$ cat src/hdl/battery_charge_and_gauge_monitor_core_defines.svh
// Assertion macros shared by the gauge monitor RTL.
`ifndef BATTERY_CHARGE_AND_GAUGE_MONITOR_CORE_DEFINES_SVH
`define BATTERY_CHARGE_AND_GAUGE_MONITOR_CORE_DEFINES_SVH

// The consequent must hold in the same cycle as the antecedent.
`define BCGM_ASSERT_HOLDS(label, clk, rst_n, ante, cons, msg) \
    label: assert property (@(posedge clk) disable iff (!rst_n) (ante) |-> (cons)) \
        else $error(msg);

// The consequent must hold in the cycle after the antecedent.
`define BCGM_ASSERT_NEXT(label, clk, rst_n, ante, cons, msg) \
    label: assert property (@(posedge clk) disable iff (!rst_n) (ante) |=> (cons)) \
        else $error(msg);

`endif

$ cat src/hdl/bcgm_pkg.sv
package bcgm_pkg;

    // Item kinds.
    localparam logic [1:0] KIND_LOAD   = 2'd0;
    localparam logic [1:0] KIND_POLL   = 2'd1;
    localparam logic [1:0] KIND_SAMPLE = 2'd2;

    // Configuration register indexes.
    localparam int CFG_INDEX_W = 2;
    localparam int CFG_DATA_W  = 8;
    localparam logic [CFG_INDEX_W-1:0] CFG_DEBOUNCE_LIMIT = 2'd0;
    localparam logic [CFG_INDEX_W-1:0] CFG_SAMPLE_LIMIT   = 2'd1;
    localparam logic [CFG_DATA_W-1:0]  DEBOUNCE_LIMIT_RST = 8'd2;
    localparam logic [CFG_DATA_W-1:0]  SAMPLE_LIMIT_RST   = 8'd10;
    localparam logic [CFG_DATA_W-1:0]  COUNT_MAX          = 8'd255;

    localparam logic [6:0] PCT_MAX = 7'd100;

    // Datapath widths of the shared adder and the interpolation product.
    localparam int ALU_W  = 24;
    localparam int PROD_W = 23;

    typedef struct packed {
        logic [1:0]  kind;
        logic        curve_select;
        logic [3:0]  point_index;
        logic [15:0] point_voltage;
        logic [6:0]  point_percent;
        logic        charging_now;
        logic        full_now;
        logic [15:0] sample_mv;
    } bcgm_in_t;

    typedef struct packed {
        logic        charge_event;
        logic        charging_state;
        logic        full_state;
        logic [6:0]  percent_level;
        logic [15:0] voltage_level;
        logic        stop_charge_poll;
        logic        stop_sampling;
    } bcgm_out_t;

    // One curve point as held in the curve memory.
    typedef struct packed {
        logic [15:0] volt;
        logic [6:0]  pct;
    } bcgm_point_t;

    typedef enum logic {
        ALU_ADD = 1'b0,
        ALU_SUB = 1'b1
    } bcgm_alu_op_t;

    typedef struct packed {
        bcgm_alu_op_t     op;
        logic [ALU_W-1:0] a;
        logic [ALU_W-1:0] b;
    } bcgm_alu_req_t;

    typedef struct packed {
        logic [ALU_W-1:0] result;
        logic             borrow;
    } bcgm_alu_res_t;

endpackage

$ cat src/hdl/bcgm_in_if.sv
interface bcgm_in_if import bcgm_pkg::*; ();
    logic     valid;
    logic     ready;
    bcgm_in_t data;

    modport source (output valid, output data, input ready);
    modport sink (input valid, input data, output ready);
endinterface

$ cat src/hdl/bcgm_out_if.sv
interface bcgm_out_if import bcgm_pkg::*; ();
    logic      valid;
    logic      ready;
    bcgm_out_t data;

    modport source (output valid, output data, input ready);
    modport sink (input valid, input data, output ready);
endinterface

$ cat src/hdl/battery_charge_and_gauge_monitor_core.sv
// Battery charge debouncer and voltage-to-percent gauge.
// Items arrive on the item channel and each one gives exactly one beat on the
// report channel. A load item writes one (voltage, percent) point of the
// discharge or charge curve, a poll item updates the debounced charging state,
// and a sample item walks the curve chosen by that state and interpolates.
// Two limits are written on the cfg_we / cfg_index / cfg_data port; the user
// is to write them only while idle, which the block does not enforce. Loads,
// polls and unknown kinds go straight to the done state. A sample walks the
// curve one point a cycle through the registered read port of the curve memory,
// then forms the segment deltas, one multiply, a rounding add and a seven-step
// restoring divide, all but the multiply on one shared adder. One item is
// worked on at a time; item.ready is high whenever the sequencer is idle.
// The report sits in an output register, so a stalled receiver does not stop
// the next item being taken; the sequencer only waits to load that register.
// Reset restores both limits and clears all control state; the curve store is
// cleared at once by a valid bit per entry, so there is no clearing pass.
module battery_charge_and_gauge_monitor_core import bcgm_pkg::*; #(
    parameter int CURVE_POINTS = 16
) (
    input  logic                   clk,
    input  logic                   rst_n,
    input  logic                   cfg_we,
    input  logic [CFG_INDEX_W-1:0] cfg_index,
    input  logic [CFG_DATA_W-1:0]  cfg_data,
    bcgm_in_if.sink                item,
    bcgm_out_if.source             report
);

`include "battery_charge_and_gauge_monitor_core_defines.svh"

    localparam int DEPTH = 2 * CURVE_POINTS;
    localparam int AW    = $clog2(DEPTH);
    localparam int PW    = $clog2(CURVE_POINTS);
    localparam int WSUM  = AW + 4;

    localparam logic [PW-1:0] LAST_POINT = PW'(CURVE_POINTS - 1);

    typedef enum logic [9:0] {
        S_IDLE  = 10'b0000000001,
        S_FIRST = 10'b0000000010,
        S_WALK  = 10'b0000000100,
        S_SEG   = 10'b0000001000,
        S_DX    = 10'b0000010000,
        S_MUL   = 10'b0000100000,
        S_ADD   = 10'b0001000000,
        S_DIV   = 10'b0010000000,
        S_FIN   = 10'b0100000000,
        S_DONE  = 10'b1000000000
    } state_t;

    function automatic logic [6:0] clamp_pct(input logic [6:0] pct);
        return (pct > PCT_MAX) ? PCT_MAX : pct;
    endfunction

    // Control state.
    state_t          state_reg, state_next;
    logic [7:0]      deb_limit_reg, deb_limit_next;
    logic [7:0]      smp_limit_reg, smp_limit_next;
    logic            charging_reg, charging_next;
    logic            full_reg, full_next;
    logic [7:0]      deb_count_reg, deb_count_next;
    logic [7:0]      smp_count_reg, smp_count_next;
    logic [6:0]      percent_reg, percent_next;
    logic [15:0]     voltage_reg, voltage_next;
    logic            ev_reg, ev_next;
    logic            stop_poll_reg, stop_poll_next;
    logic            stop_smp_reg, stop_smp_next;
    logic            out_valid_reg, out_valid_next;
    logic [DEPTH-1:0] valid_reg, valid_next;
    logic            rd_valid_reg;
    logic [PW-1:0]   idx_reg, idx_next;
    logic [2:0]      k_reg, k_next;

    // Datapath registers.
    bcgm_point_t      e0_reg, e0_next;
    bcgm_point_t      e1_reg, e1_next;
    logic [15:0]      dv_reg, dv_next;
    logic [15:0]      dx_reg, dx_next;
    logic [PROD_W-1:0] prod_reg, prod_next;
    logic [ALU_W-1:0] rem_reg, rem_next;
    logic [6:0]       q_reg, q_next;
    bcgm_out_t        out_reg, out_next;

    logic             accept;
    logic             load_out;
    logic             ram_we;
    logic [AW-1:0]    ram_waddr;
    logic [WSUM-1:0]  wr_sum;
    logic [AW-1:0]    ram_raddr;
    logic [AW:0]      rd_sum;
    logic [PW-1:0]    rd_idx;
    bcgm_point_t      ram_wdata;
    bcgm_point_t      ram_rdata;
    bcgm_point_t      cur_pt;
    logic             up;
    logic [6:0]       dp;
    logic [6:0]       fin_pct;
    logic [ALU_W-1:0] div_bound;
    bcgm_alu_req_t    alu_req;
    bcgm_alu_res_t    alu_res;

    assign accept       = item.valid && item.ready;
    assign item.ready   = (state_reg == S_IDLE);
    assign report.valid = out_valid_reg;
    assign report.data  = out_reg;
    assign load_out     = (state_reg == S_DONE) && (!out_valid_reg || report.ready);

    // Curve memory write: one point per load beat, indexes past the curve dropped.
    assign wr_sum    = (item.data.curve_select ? WSUM'(CURVE_POINTS) : '0)
                       + WSUM'(item.data.point_index);
    assign ram_waddr = wr_sum[AW-1:0];
    assign ram_we    = accept && (item.data.kind == KIND_LOAD)
                       && (WSUM'(item.data.point_index) < WSUM'(CURVE_POINTS));
    assign ram_wdata = '{volt: item.data.point_voltage, pct: item.data.point_percent};

    // Read address runs one point ahead of the point under test.
    always_comb
    begin
        priority if (state_reg == S_FIRST)
        begin
            rd_idx = PW'(1);
        end
        else if (state_reg == S_WALK)
        begin
            rd_idx = (idx_reg == LAST_POINT) ? idx_reg : idx_reg + PW'(1);
        end
        else
        begin
            rd_idx = '0;
        end
    end

    assign rd_sum    = (charging_reg ? (AW + 1)'(CURVE_POINTS) : '0) + (AW + 1)'(rd_idx);
    assign ram_raddr = rd_sum[AW-1:0];

    bcgm_ram #(
        .WIDTH ($bits(bcgm_point_t)),
        .DEPTH (DEPTH)
    ) u_curve_ram (
        .clk   (clk),
        .we    (ram_we),
        .waddr (ram_waddr),
        .wdata (ram_wdata),
        .raddr (ram_raddr),
        .rdata (ram_rdata)
    );

    // An entry never written since reset reads as zero.
    assign cur_pt = rd_valid_reg ? ram_rdata : '0;

    // Segment slope sign and magnitude of the percent step.
    assign up      = (e1_reg.pct >= e0_reg.pct);
    assign dp      = up ? (e1_reg.pct - e0_reg.pct) : (e0_reg.pct - e1_reg.pct);
    assign fin_pct = up ? (e0_reg.pct + q_reg) : (e0_reg.pct - q_reg);

    // Operand selection for the shared adder.
    always_comb
    begin
        alu_req = '{op: ALU_ADD, a: '0, b: '0};
        unique case (state_reg)
            S_SEG:
            begin
                alu_req = '{op: ALU_SUB, a: ALU_W'(e1_reg.volt), b: ALU_W'(e0_reg.volt)};
            end
            S_DX:
            begin
                alu_req = '{op: ALU_SUB, a: ALU_W'(voltage_reg), b: ALU_W'(e0_reg.volt)};
            end
            S_ADD:
            begin
                alu_req = '{op: ALU_ADD, a: ALU_W'(prod_reg), b: ALU_W'(dv_reg >> 1)};
            end
            S_DIV:
            begin
                alu_req = '{op: ALU_SUB, a: rem_reg, b: ALU_W'(dv_reg) << k_reg};
            end
            default:
            begin
                alu_req = '{op: ALU_ADD, a: '0, b: '0};
            end
        endcase
    end

    bcgm_alu u_alu (
        .req (alu_req),
        .res (alu_res)
    );

    // Sequencer and state update.
    always_comb
    begin
        state_next     = state_reg;
        deb_limit_next = deb_limit_reg;
        smp_limit_next = smp_limit_reg;
        charging_next  = charging_reg;
        full_next      = full_reg;
        deb_count_next = deb_count_reg;
        smp_count_next = smp_count_reg;
        percent_next   = percent_reg;
        voltage_next   = voltage_reg;
        ev_next        = ev_reg;
        stop_poll_next = stop_poll_reg;
        stop_smp_next  = stop_smp_reg;
        valid_next     = valid_reg;
        idx_next       = idx_reg;
        k_next         = k_reg;
        e0_next        = e0_reg;
        e1_next        = e1_reg;
        dv_next        = dv_reg;
        dx_next        = dx_reg;
        prod_next      = prod_reg;
        rem_next       = rem_reg;
        q_next         = q_reg;

        if (cfg_we)
        begin
            if (cfg_index == CFG_DEBOUNCE_LIMIT)
            begin
                deb_limit_next = cfg_data;
            end
            else if (cfg_index == CFG_SAMPLE_LIMIT)
            begin
                smp_limit_next = cfg_data;
            end
        end

        if (ram_we)
        begin
            valid_next[ram_waddr] = 1'b1;
        end

        unique case (state_reg)
            S_IDLE:
            begin
                if (accept)
                begin
                    ev_next        = 1'b0;
                    stop_poll_next = 1'b0;
                    stop_smp_next  = 1'b0;
                    state_next     = S_DONE;
                    if (item.data.kind == KIND_POLL)
                    begin
                        if (charging_reg == item.data.charging_now)
                        begin
                            ev_next = item.data.charging_now;
                        end
                        else if (item.data.charging_now)
                        begin
                            charging_next  = 1'b1;
                            deb_count_next = '0;
                            full_next      = item.data.full_now;
                        end
                        else if (deb_count_reg > deb_limit_reg)
                        begin
                            charging_next  = 1'b0;
                            deb_count_next = '0;
                            full_next      = item.data.full_now;
                            stop_poll_next = 1'b1;
                        end
                        else if (deb_count_reg < COUNT_MAX)
                        begin
                            deb_count_next = deb_count_reg + 8'd1;
                        end
                    end
                    else if (item.data.kind == KIND_SAMPLE)
                    begin
                        voltage_next = item.data.sample_mv;
                        state_next   = S_FIRST;
                        if (smp_count_reg > smp_limit_reg)
                        begin
                            smp_count_next = '0;
                            stop_smp_next  = 1'b1;
                        end
                        else if (smp_count_reg < COUNT_MAX)
                        begin
                            smp_count_next = smp_count_reg + 8'd1;
                        end
                    end
                end
            end
            S_FIRST:
            begin
                // An empty curve keeps the old percent.
                if (cur_pt.volt == '0)
                begin
                    state_next = S_DONE;
                end
                else
                begin
                    e0_next    = cur_pt;
                    idx_next   = PW'(1);
                    state_next = S_WALK;
                end
            end
            S_WALK:
            begin
                priority if (cur_pt.volt == '0)
                begin
                    state_next = S_DONE;
                end
                else if (cur_pt.volt < voltage_reg)
                begin
                    // Above this point: move on, or keep the percent past the end.
                    if (idx_reg == LAST_POINT)
                    begin
                        state_next = S_DONE;
                    end
                    else
                    begin
                        e0_next  = cur_pt;
                        idx_next = idx_reg + PW'(1);
                    end
                end
                else
                begin
                    e1_next    = cur_pt;
                    state_next = S_SEG;
                end
            end
            S_SEG:
            begin
                // At or below the segment start the percent saturates to it.
                if (voltage_reg <= e0_reg.volt)
                begin
                    percent_next = clamp_pct(e0_reg.pct);
                    state_next   = S_DONE;
                end
                else
                begin
                    dv_next    = alu_res.result[15:0];
                    state_next = S_DX;
                end
            end
            S_DX:
            begin
                dx_next    = alu_res.result[15:0];
                state_next = S_MUL;
            end
            S_MUL:
            begin
                prod_next  = PROD_W'(dx_reg) * PROD_W'(dp);
                state_next = S_ADD;
            end
            S_ADD:
            begin
                rem_next   = alu_res.result;
                q_next     = '0;
                k_next     = 3'd6;
                state_next = S_DIV;
            end
            S_DIV:
            begin
                // Restoring divide, one quotient bit a cycle from the top.
                if (!alu_res.borrow)
                begin
                    rem_next        = alu_res.result;
                    q_next[k_reg]   = 1'b1;
                end
                if (k_reg == 3'd0)
                begin
                    state_next = S_FIN;
                end
                else
                begin
                    k_next = k_reg - 3'd1;
                end
            end
            S_FIN:
            begin
                percent_next = clamp_pct(fin_pct);
                state_next   = S_DONE;
            end
            S_DONE:
            begin
                if (load_out)
                begin
                    state_next = S_IDLE;
                end
            end
            default:
            begin
                state_next = S_IDLE;
            end
        endcase
    end

    // Report register.
    always_comb
    begin
        out_valid_next = out_valid_reg;
        out_next       = out_reg;
        if (report.ready)
        begin
            out_valid_next = 1'b0;
        end
        if (load_out)
        begin
            out_valid_next = 1'b1;
            out_next       = '{charge_event:     ev_reg,
                               charging_state:   charging_reg,
                               full_state:       full_reg,
                               percent_level:    percent_reg,
                               voltage_level:    voltage_reg,
                               stop_charge_poll: stop_poll_reg,
                               stop_sampling:    stop_smp_reg};
        end
    end

    // Control registers.
    always_ff @(posedge clk or negedge rst_n)
    begin
        if (!rst_n)
        begin
            state_reg     <= S_IDLE;
            deb_limit_reg <= DEBOUNCE_LIMIT_RST;
            smp_limit_reg <= SAMPLE_LIMIT_RST;
            charging_reg  <= 1'b0;
            full_reg      <= 1'b0;
            deb_count_reg <= '0;
            smp_count_reg <= '0;
            percent_reg   <= '0;
            voltage_reg   <= '0;
            ev_reg        <= 1'b0;
            stop_poll_reg <= 1'b0;
            stop_smp_reg  <= 1'b0;
            out_valid_reg <= 1'b0;
            valid_reg     <= '0;
            rd_valid_reg  <= 1'b0;
            idx_reg       <= '0;
            k_reg         <= '0;
        end
        else
        begin
            state_reg     <= state_next;
            deb_limit_reg <= deb_limit_next;
            smp_limit_reg <= smp_limit_next;
            charging_reg  <= charging_next;
            full_reg      <= full_next;
            deb_count_reg <= deb_count_next;
            smp_count_reg <= smp_count_next;
            percent_reg   <= percent_next;
            voltage_reg   <= voltage_next;
            ev_reg        <= ev_next;
            stop_poll_reg <= stop_poll_next;
            stop_smp_reg  <= stop_smp_next;
            out_valid_reg <= out_valid_next;
            valid_reg     <= valid_next;
            rd_valid_reg  <= valid_reg[ram_raddr];
            idx_reg       <= idx_next;
            k_reg         <= k_next;
        end
    end

    // Datapath registers.
    always_ff @(posedge clk)
    begin
        e0_reg   <= e0_next;
        e1_reg   <= e1_next;
        dv_reg   <= dv_next;
        dx_reg   <= dx_next;
        prod_reg <= prod_next;
        rem_reg  <= rem_next;
        q_reg    <= q_next;
        out_reg  <= out_next;
    end

    // Remainder bound that the divider must keep at every step.
    assign div_bound = ALU_W'(dv_reg) << ({1'b0, k_reg} + 4'd1);

    `BCGM_ASSERT_NEXT(a_busy_after_beat, clk, rst_n, accept, !item.ready,
        "item taken while a previous one is still in progress")
    `BCGM_ASSERT_HOLDS(a_div_rem_bound, clk, rst_n, state_reg == S_DIV, rem_reg < div_bound,
        "divider remainder out of range")
    `BCGM_ASSERT_HOLDS(a_quot_le_step, clk, rst_n, state_reg == S_FIN, q_reg <= dp,
        "interpolation step exceeds segment percent span")
    `BCGM_ASSERT_HOLDS(a_percent_clamped, clk, rst_n, 1'b1, percent_reg <= PCT_MAX,
        "percent estimate above full scale")

endmodule

$ cat src/hdl/bcgm_ram.sv
module bcgm_ram #(
    parameter int WIDTH = 23,
    parameter int DEPTH = 32
) (
    input  logic                     clk,
    input  logic                     we,
    input  logic [$clog2(DEPTH)-1:0] waddr,
    input  logic [WIDTH-1:0]         wdata,
    input  logic [$clog2(DEPTH)-1:0] raddr,
    output logic [WIDTH-1:0]         rdata
);

    logic [WIDTH-1:0] mem [DEPTH];

    // One write port and one registered read port.
    always_ff @(posedge clk)
    begin
        if (we)
        begin
            mem[waddr] <= wdata;
        end
        rdata <= mem[raddr];
    end

endmodule

$ cat src/hdl/bcgm_alu.sv
module bcgm_alu import bcgm_pkg::*; (
    input  bcgm_alu_req_t req,
    output bcgm_alu_res_t res
);

    logic [ALU_W-1:0] b_eff;
    logic [ALU_W:0]   total;

    // Add, or subtract by adding the complement with a carry in.
    assign b_eff = (req.op == ALU_SUB) ? ~req.b : req.b;
    assign total = {1'b0, req.a} + {1'b0, b_eff} + {{ALU_W{1'b0}}, req.op == ALU_SUB};

    assign res.result = total[ALU_W-1:0];
    assign res.borrow = (req.op == ALU_SUB) && !total[ALU_W];

endmodule
$ cat src/flat_wrapper.sv
// flat-port wrapper written by rule: the top's interface ports become plain ports
module battery_charge_and_gauge_monitor_core_flat import bcgm_pkg::*;
#(
    parameter int CURVE_POINTS = 16
)
  (clk, rst_n, cfg_we, cfg_index, cfg_data, item_valid, item_data, item_ready, report_valid, report_data, report_ready);
  bcgm_in_if item_i ();
  bcgm_out_if report_i ();
  input  logic clk;
  input  logic rst_n;
  input  logic cfg_we;
  input  logic [CFG_INDEX_W-1:0] cfg_index;
  input  logic [CFG_DATA_W-1:0] cfg_data;
  input wire logic [$bits(item_i.valid)-1:0] item_valid;
  input wire logic [$bits(item_i.data)-1:0] item_data;
  output wire logic [$bits(item_i.ready)-1:0] item_ready;
  output wire logic [$bits(report_i.valid)-1:0] report_valid;
  output wire logic [$bits(report_i.data)-1:0] report_data;
  input wire logic [$bits(report_i.ready)-1:0] report_ready;
  assign item_i.valid = item_valid;
  assign item_i.data = item_data;
  assign item_ready = item_i.ready;
  assign report_valid = report_i.valid;
  assign report_data = report_i.data;
  assign report_i.ready = report_ready;
  battery_charge_and_gauge_monitor_core #(.CURVE_POINTS(CURVE_POINTS)) u_core (.clk(clk), .rst_n(rst_n), .cfg_we(cfg_we), .cfg_index(cfg_index), .cfg_data(cfg_data), .item(item_i), .report(report_i));
endmodule
$ cat config.mk
export PLATFORM = sky130hd
export DESIGN_NAME = battery_charge_and_gauge_monitor_core_flat
export DESIGN_NICKNAME = d
export VERILOG_FILES = /design/src/hdl/bcgm_pkg.sv /design/src/hdl/bcgm_in_if.sv /design/src/hdl/bcgm_out_if.sv /design/src/hdl/battery_charge_and_gauge_monitor_core.sv /design/src/hdl/bcgm_ram.sv /design/src/hdl/bcgm_alu.sv /design/src/flat_wrapper.sv
export VERILOG_INCLUDE_DIRS = /design/src /design/src/hdl
export SDC_FILE = /design/constraint.sdc
export NUM_CORES = 2
export LEC_CHECK = 0
export BUFFER_PORTS_ARGS = -buffer_cell sky130_fd_sc_hd__clkbuf_2
export CAP_MARGIN = 15
export CORE_AREA = 2 2 292 294
export CTS_CLUSTER_DIAMETER = 150
export DETAILED_ROUTE_END_ITERATION = 16
export DIE_AREA = 0 0 294 296
export PLACE_DENSITY = 0.8
export SLEW_MARGIN = 20
export SYNTH_ARGS = -nofsm -noshare
export SYNTH_HDL_FRONTEND = slang
export SYNTH_SLANG_ARGS = --single-unit
$ cat constraint.sdc
create_clock -name clk -period 6.7 [get_ports clk]
set_input_delay 0.335 -clock clk [delete_from_list [all_inputs] [get_ports clk]]
set_output_delay 0.335 -clock clk [all_outputs]
set_load 0.02 [all_outputs]
# Word level (Yosys, flattened, before mapping)
# Memories as Yosys holds them, arrays and structs flattened. A register that Yosys moved wholly into a read port is not among the register bits.
# Index checks and enable logic that the tools add are counted.
[word_totals]
mem_count = 1
out_inout_bits = 30
reg_bits = 271
ram_bits = 736
word_cells = 200
[classes]
n_mul = 1
n_mux = 68
n_reduce_logical = 35
n_eq_ne = 26
shifts = 1
bitwise = 9
n_addsub = 12
order_cmp = 14
[memory_table]
columns = ["memory", "words", "word_bits", "read_ports", "rd_ports_with_merged_regs", "write_ports", "line", "source"]
rows = [
  ["u_core.u_curve_ram.mem", 32, 23, 1, 1, 1, "bcgm_ram.sv:13", "logic [WIDTH-1:0] mem [DEPTH];"],
]
[op_table]
columns = ["operator", "n"]
rows = [
  ["49-bit case mux with 4 select lines", 1],
  ["23-bit two-way mux", 5],
  ["10-bit two-way mux", 10],
  ["10-bit case mux with 10 select lines", 1],
  ["24-bit two-way mux", 2],
  ["24-bit case mux with 2 select lines", 1],
  ["23-bit case mux with 2 select lines", 1],
  ["7-bit two-way mux", 6],
  ["8-bit two-way mux", 5],
  ["32-bit bitwise OR", 1],
  ["7-bit case mux with 2 select lines", 2],
  ["24-bit by 24-bit adder with 25-bit output", 1],
  ["25-bit by 1-bit adder with 25-bit output", 1],
  ["4-bit two-way mux", 6],
  ["24-bit inverter", 1],
  ["16-bit by 3-bit << shifter with 24-bit output", 1],
  ["16-bit by 7-bit multiplier with 23-bit output", 1],
  ["7-bit subtractor", 3],
  ["1-bit two-way mux", 20],
  ["5-bit AND reduction", 4],
  ["8-bit by 1-bit adder with 8-bit output (second input constant)", 2],
  ["8-bit greater-than comparator", 2],
  ["16-bit <= comparator", 1],
  ["16-bit logical NOT", 1],
  ["other kinds (48)", 87],
]

# Logic depth before layout (Yosys ltp)
[depth]
depth_word = 10
depth_mapped = 29
ltp_nobuf = 28

# Hierarchy
# From an unflattened synthesis, not the netlist that was laid out.
[hier_totals]
hier_cells = 3435
area_unflattened_um2 = 47868.4
[modules_own_cells]
columns = ["module", "cells_each", "area_per_inst_um2", "instances"]
rows = [
  ["bcgm_ram", 1619, 29243.0, 1],
  ["battery_charge_and_gauge_monitor_core", 1602, 17102.7, 1],
  ["bcgm_alu", 214, 1522.7, 1],
]

# Worst setup path after synthesis
# No wires, ideal clock.
[synth_path]
kind = "register -> register"
start = "register u_core.e0_reg[1] in the netlist's numbering"
end = "register u_core.prod_reg[22], data pin"
t_arrival_ns = 6.764
path_stages_with_launch = 25
setup_slack_ns = -0.324
cell_sequence = "edfxtp_1 ha_1 a41o_1 a21o_1 a21o_1 a211oi_1 mux2_2 a221oi_1 xnor2_1 clkbuf_1 and2_1 fa_1 fa_1 fa_1 inv_1 fa_1 inv_1 ha_1 nand3_1 nor2_1 o21ai_0 a311oi_1 a41oi_1 a31oi_1 xnor2_1"
[synth_via]
elab_chain_cells = 3
word_cells_on_any_way = 5
classes_between = "add/sub: 2; mul: 1; order compare: 1; mux: 1"
[synth_rtl]
columns = ["item", "line", "source"]
rows = [
  ["start: declaration", "battery_charge_and_gauge_monitor_core.sv:75", "bcgm_point_t e0_reg, e0_next;"],
  ["start signal: assignment", "battery_charge_and_gauge_monitor_core.sv:457", "e0_reg <= e0_next;"],
  ["7-bit subtractor or 7-bit >= comparator (tied branches)", "battery_charge_and_gauge_monitor_core.sv:153, battery_charge_and_gauge_monitor_core.sv:152", ""],
  ["7-bit two-way mux *", "battery_charge_and_gauge_monitor_core.sv:153", "assign dp = up ? (e1_reg.pct - e0_reg.pct) : (e0_reg.pct - e1_reg.pct);"],
  ["16-bit by 7-bit multiplier with 23-bit output *", "battery_charge_and_gauge_monitor_core.sv:341", "prod_next = PROD_W'(dx_reg) * PROD_W'(dp);"],
  ["end signal: assignment", "battery_charge_and_gauge_monitor_core.sv:461", "prod_reg <= prod_next;"],
  ["end: declaration", "battery_charge_and_gauge_monitor_core.sv:79", "logic [PROD_W-1:0] prod_reg, prod_next;"],
]
# Every way passes the cells marked *; elsewhere a longest branch is shown, timed or not.
# A chain may end at the register's enable or synchronous reset.

# Worst setup path in the final report
[layout_path]
start = "register u_core.e0_reg[3] in the netlist's numbering"
end = "register u_core.prod_reg[19], data pin"
# The elaborated chain is that of the path after synthesis.

==> metrics.yaml <==
hold_viol: 0
clock-root-buffer: "clkbuf_16"
cp-end-kind: "flop"
final_cell_mix: "896 x edfxtp_1, 590 x nand2_1, 202 x nor2b_1"
reg2reg_to: "u_core.prod_reg[19]"
fin_nets: 4279
setup_viol: 0
ant_nets: 0
worstPathMaxFanout: 7
final_max_slew_viol_count: 0
yosys.area.top_type: "edfxtp_1"
synthSimpleGateAreaFrac_pct: 14.0
synth-edff-count: 896
ys_ff_latch: 1030
seq_area_um2: 30100
syn-num-nets: 4110
port_buffers: 92
clk_pin_slew_ns: 0.07
critical_path_class: "flop to flop"
grt_pass1_wl_um: 182000
worstPathArrival_ns: 7.06
clock-skew-final_ns: 0.0323
synth_seq_area_share_pct: 63.4
yosysTopAreaCellShare_pct: 56.6
io-pin-count: 93
cts_sinks: 1030
power.leakage_nw: 20.3
grt_pass1_vias: 31600
gp_congestion: 0.945
max_slew_margin_pct: 26.9
crit_start: "u_core.e0_reg[3]"
fin_tns_setup_ns: 0
numCtsBuffers: 96
start_util_pct: 56.5
synthAdderAreaFrac_pct: 6.67
reg2reg_depth: 26
cp-endpoint: "u_core.prod_reg[19]"
synth-main-ff-cell: "edfxtp_1"
fin_crit_sh_pct: 99.4
synthCells: 3837
dieHeight_um: 296
htreeDepth: 3
finalPower_mw: 14.7
yosysUniqueCellTypes: 77
muxShareOfSynthArea_pct: 1.14
grt_overflow: 0
whs_ns: 0.0680
rrSetupSlack_ns: 0.04
drc: 0
cp-start-kind: "flop"
async_reset_ff_share_pct: 10.8
syn-mean-instance-area_um2: 12.4
clock_path_buffers: 3
peakVddDrop_mv: 0.305
fmax_ghz: 0.150
synthXorXnorAreaFrac_pct: 1.18
dp_hpwl_um: 74400
wl_per_cell_um: 23.4
grt_max_degree: 117
design_area_um2: 53800
multi_input_area_um2: 16500
r2r_start: "u_core.e0_reg[3]"
rsz0062_at_grt: "yes"
cts_tree: "built"
required_ns: 7.10
max_cap_violations: 0
firstDrtPassIters: 7
synth.cell_area_um2: 47600
die_x_um: 294
grt_usage_pct: 27.5
drt-total-wl_um: 121000
worstMarginPinSlew_ns: 1.09
worstHoldPathType: "primary input to flop"
dieArea_um2: 87000
antenna_found_initial: 8
design.core.area_um2: 84200
final_common_cell: "edfxtp_1"
vias: 32300
fillers: 5824
synth_compound_area_share_pct: 10.6
yosysWarningCount: 0
placed_cell_area_um2: 49900
synth_top_family_by_area: "simple AND/OR/NAND/NOR gates"
syn_to_final_growth_pct: 13.2
outcome: "completed"
drt_iter0_drc: 3663
insertion_delay_ns: 0.67
cellPowerDensity_nw_per_um2: 273
largest_reg_flops: 736
num_rows: 107
fin_crit_ns: 6.66
yosys-top-cells-area: "edfxtp_1 57%, dfrtp_1 5.6%, nand2_1 4.7%, ha_1 3.6%, fa_1 3.1%"
layout-drive-gt1-share_pct: 13.6
vias_per_cell: 6.23
[repair_timing]
action	4_1_cts	5_1_grt
buffers inserted	5	10
gates resized for setup	23	71
gates cloned	2	0
endpoints found under the hold margin	80	0
hold buffers	27	0
pin swaps	13	46
endpoints found under the setup margin	7	11
[stage by stage]
step	utilization (%)	cells	setup slack, ns
detailed placement	59.2	4955	-0.156
CTS	63.5	5167	0.00647
floorplan	-	3837	0.0112
global placement	59.2	4955	0.0202
global route	63.9	5179	-0.127
finish	63.9	5181	0.0409
[report_power, final]
group          internal, mW  total (mW)  switching (mW)
Clock                  3.09        5.44            2.34
Combinational         0.598        1.75            1.15
Sequential             7.28        7.51           0.236
[area by class of cell]
type | count | share of cell area (%)
Antenna cell | 5 | 0.0232
Clock inverter | 49 | 1.01
Multi-Input combinational cell | 2443 | 30.7
Clock buffer | 129 | 4.79
Tap cell | 1090 | 2.53
Inverter | 169 | 1.18
Sequential cell | 1030 | 56.0
Timing Repair Buffer | 266 | 3.78
[how the worst min path moves through the flow]
stage	startpoint	end	slack (ns)	depth (start not counted)
4_1_cts	item_valid	u_core.state_reg[0]	0.03	3
5_1_grt	item_data[47]	u_core.ev_reg	0.07	3
3_3_place_gp	u_core.full_reg	u_core.report.data[25]	0.43	0
2_1_floorplan	rst_n	u_core.charging_reg	0.04	0
6_report	item_valid	u_core.state_reg[0]	0.07	3
3_5_place_dp	u_core.full_reg	u_core.report.data[25]	0.44	0
[per-layer routing]
layer  vias up  track usage, %  routed length (µm)
li1      14400               -                   -
met1     15800            35.1               45100
met2      1739            45.9               58900
met3       364            4.74               11200
met4         8            13.2                5890
met5         -               0                  99
[Yosys cell counts, types with 103 or more instances]
master / instances
nor2_1: 103
a211oi_1: 184
nand2_1: 592
inv_1: 168
edfxtp_1: 896
clkbuf_1: 138
a21oi_1: 131
ha_1: 137
nor2b_1: 204
o21ai_0: 116
nand3_1: 127
dfrtp_1: 107
[critical path, cell delays in order (launching register included)]
cell and delay, ns:
edfxtp_1 0.46, ha_4 0.26, a41o_1 0.24, a21o_1 0.18
a21o_1 0.18, a211oi_4 0.28, buf_4 0.18, buf_4 0.11
buf_6 0.09, mux2_4 0.31, xor2_4 0.17, buf_6 0.15
and2_1 0.17, fa_1 0.52, fa_1 0.44, fa_1 0.52
inv_1 0.06, fa_1 0.53, inv_1 0.07, ha_4 0.22
a21o_1 0.22, a21oi_4 0.16, nand2_1 0.07, a211o_1 0.31
a31oi_1 0.22, o21bai_1 0.13, xor2_1 0.15
[cells by family (layout without fill, tap and decap cells)]
| family | after synthesis | after routing |
|---|---|---|
| compound gates | 763 | 763 |
| xor+xnor | 64 | 64 |
| flops | 1030 | 1030 |
| mux | 48 | 48 |
| buf+inv | 364 | 613 |
| fa+ha+maj | 210 | 210 |
| other cells | 0 | 5 |
| simple gates | 1358 | 1358 |
(Power assumes the default switching activity.)
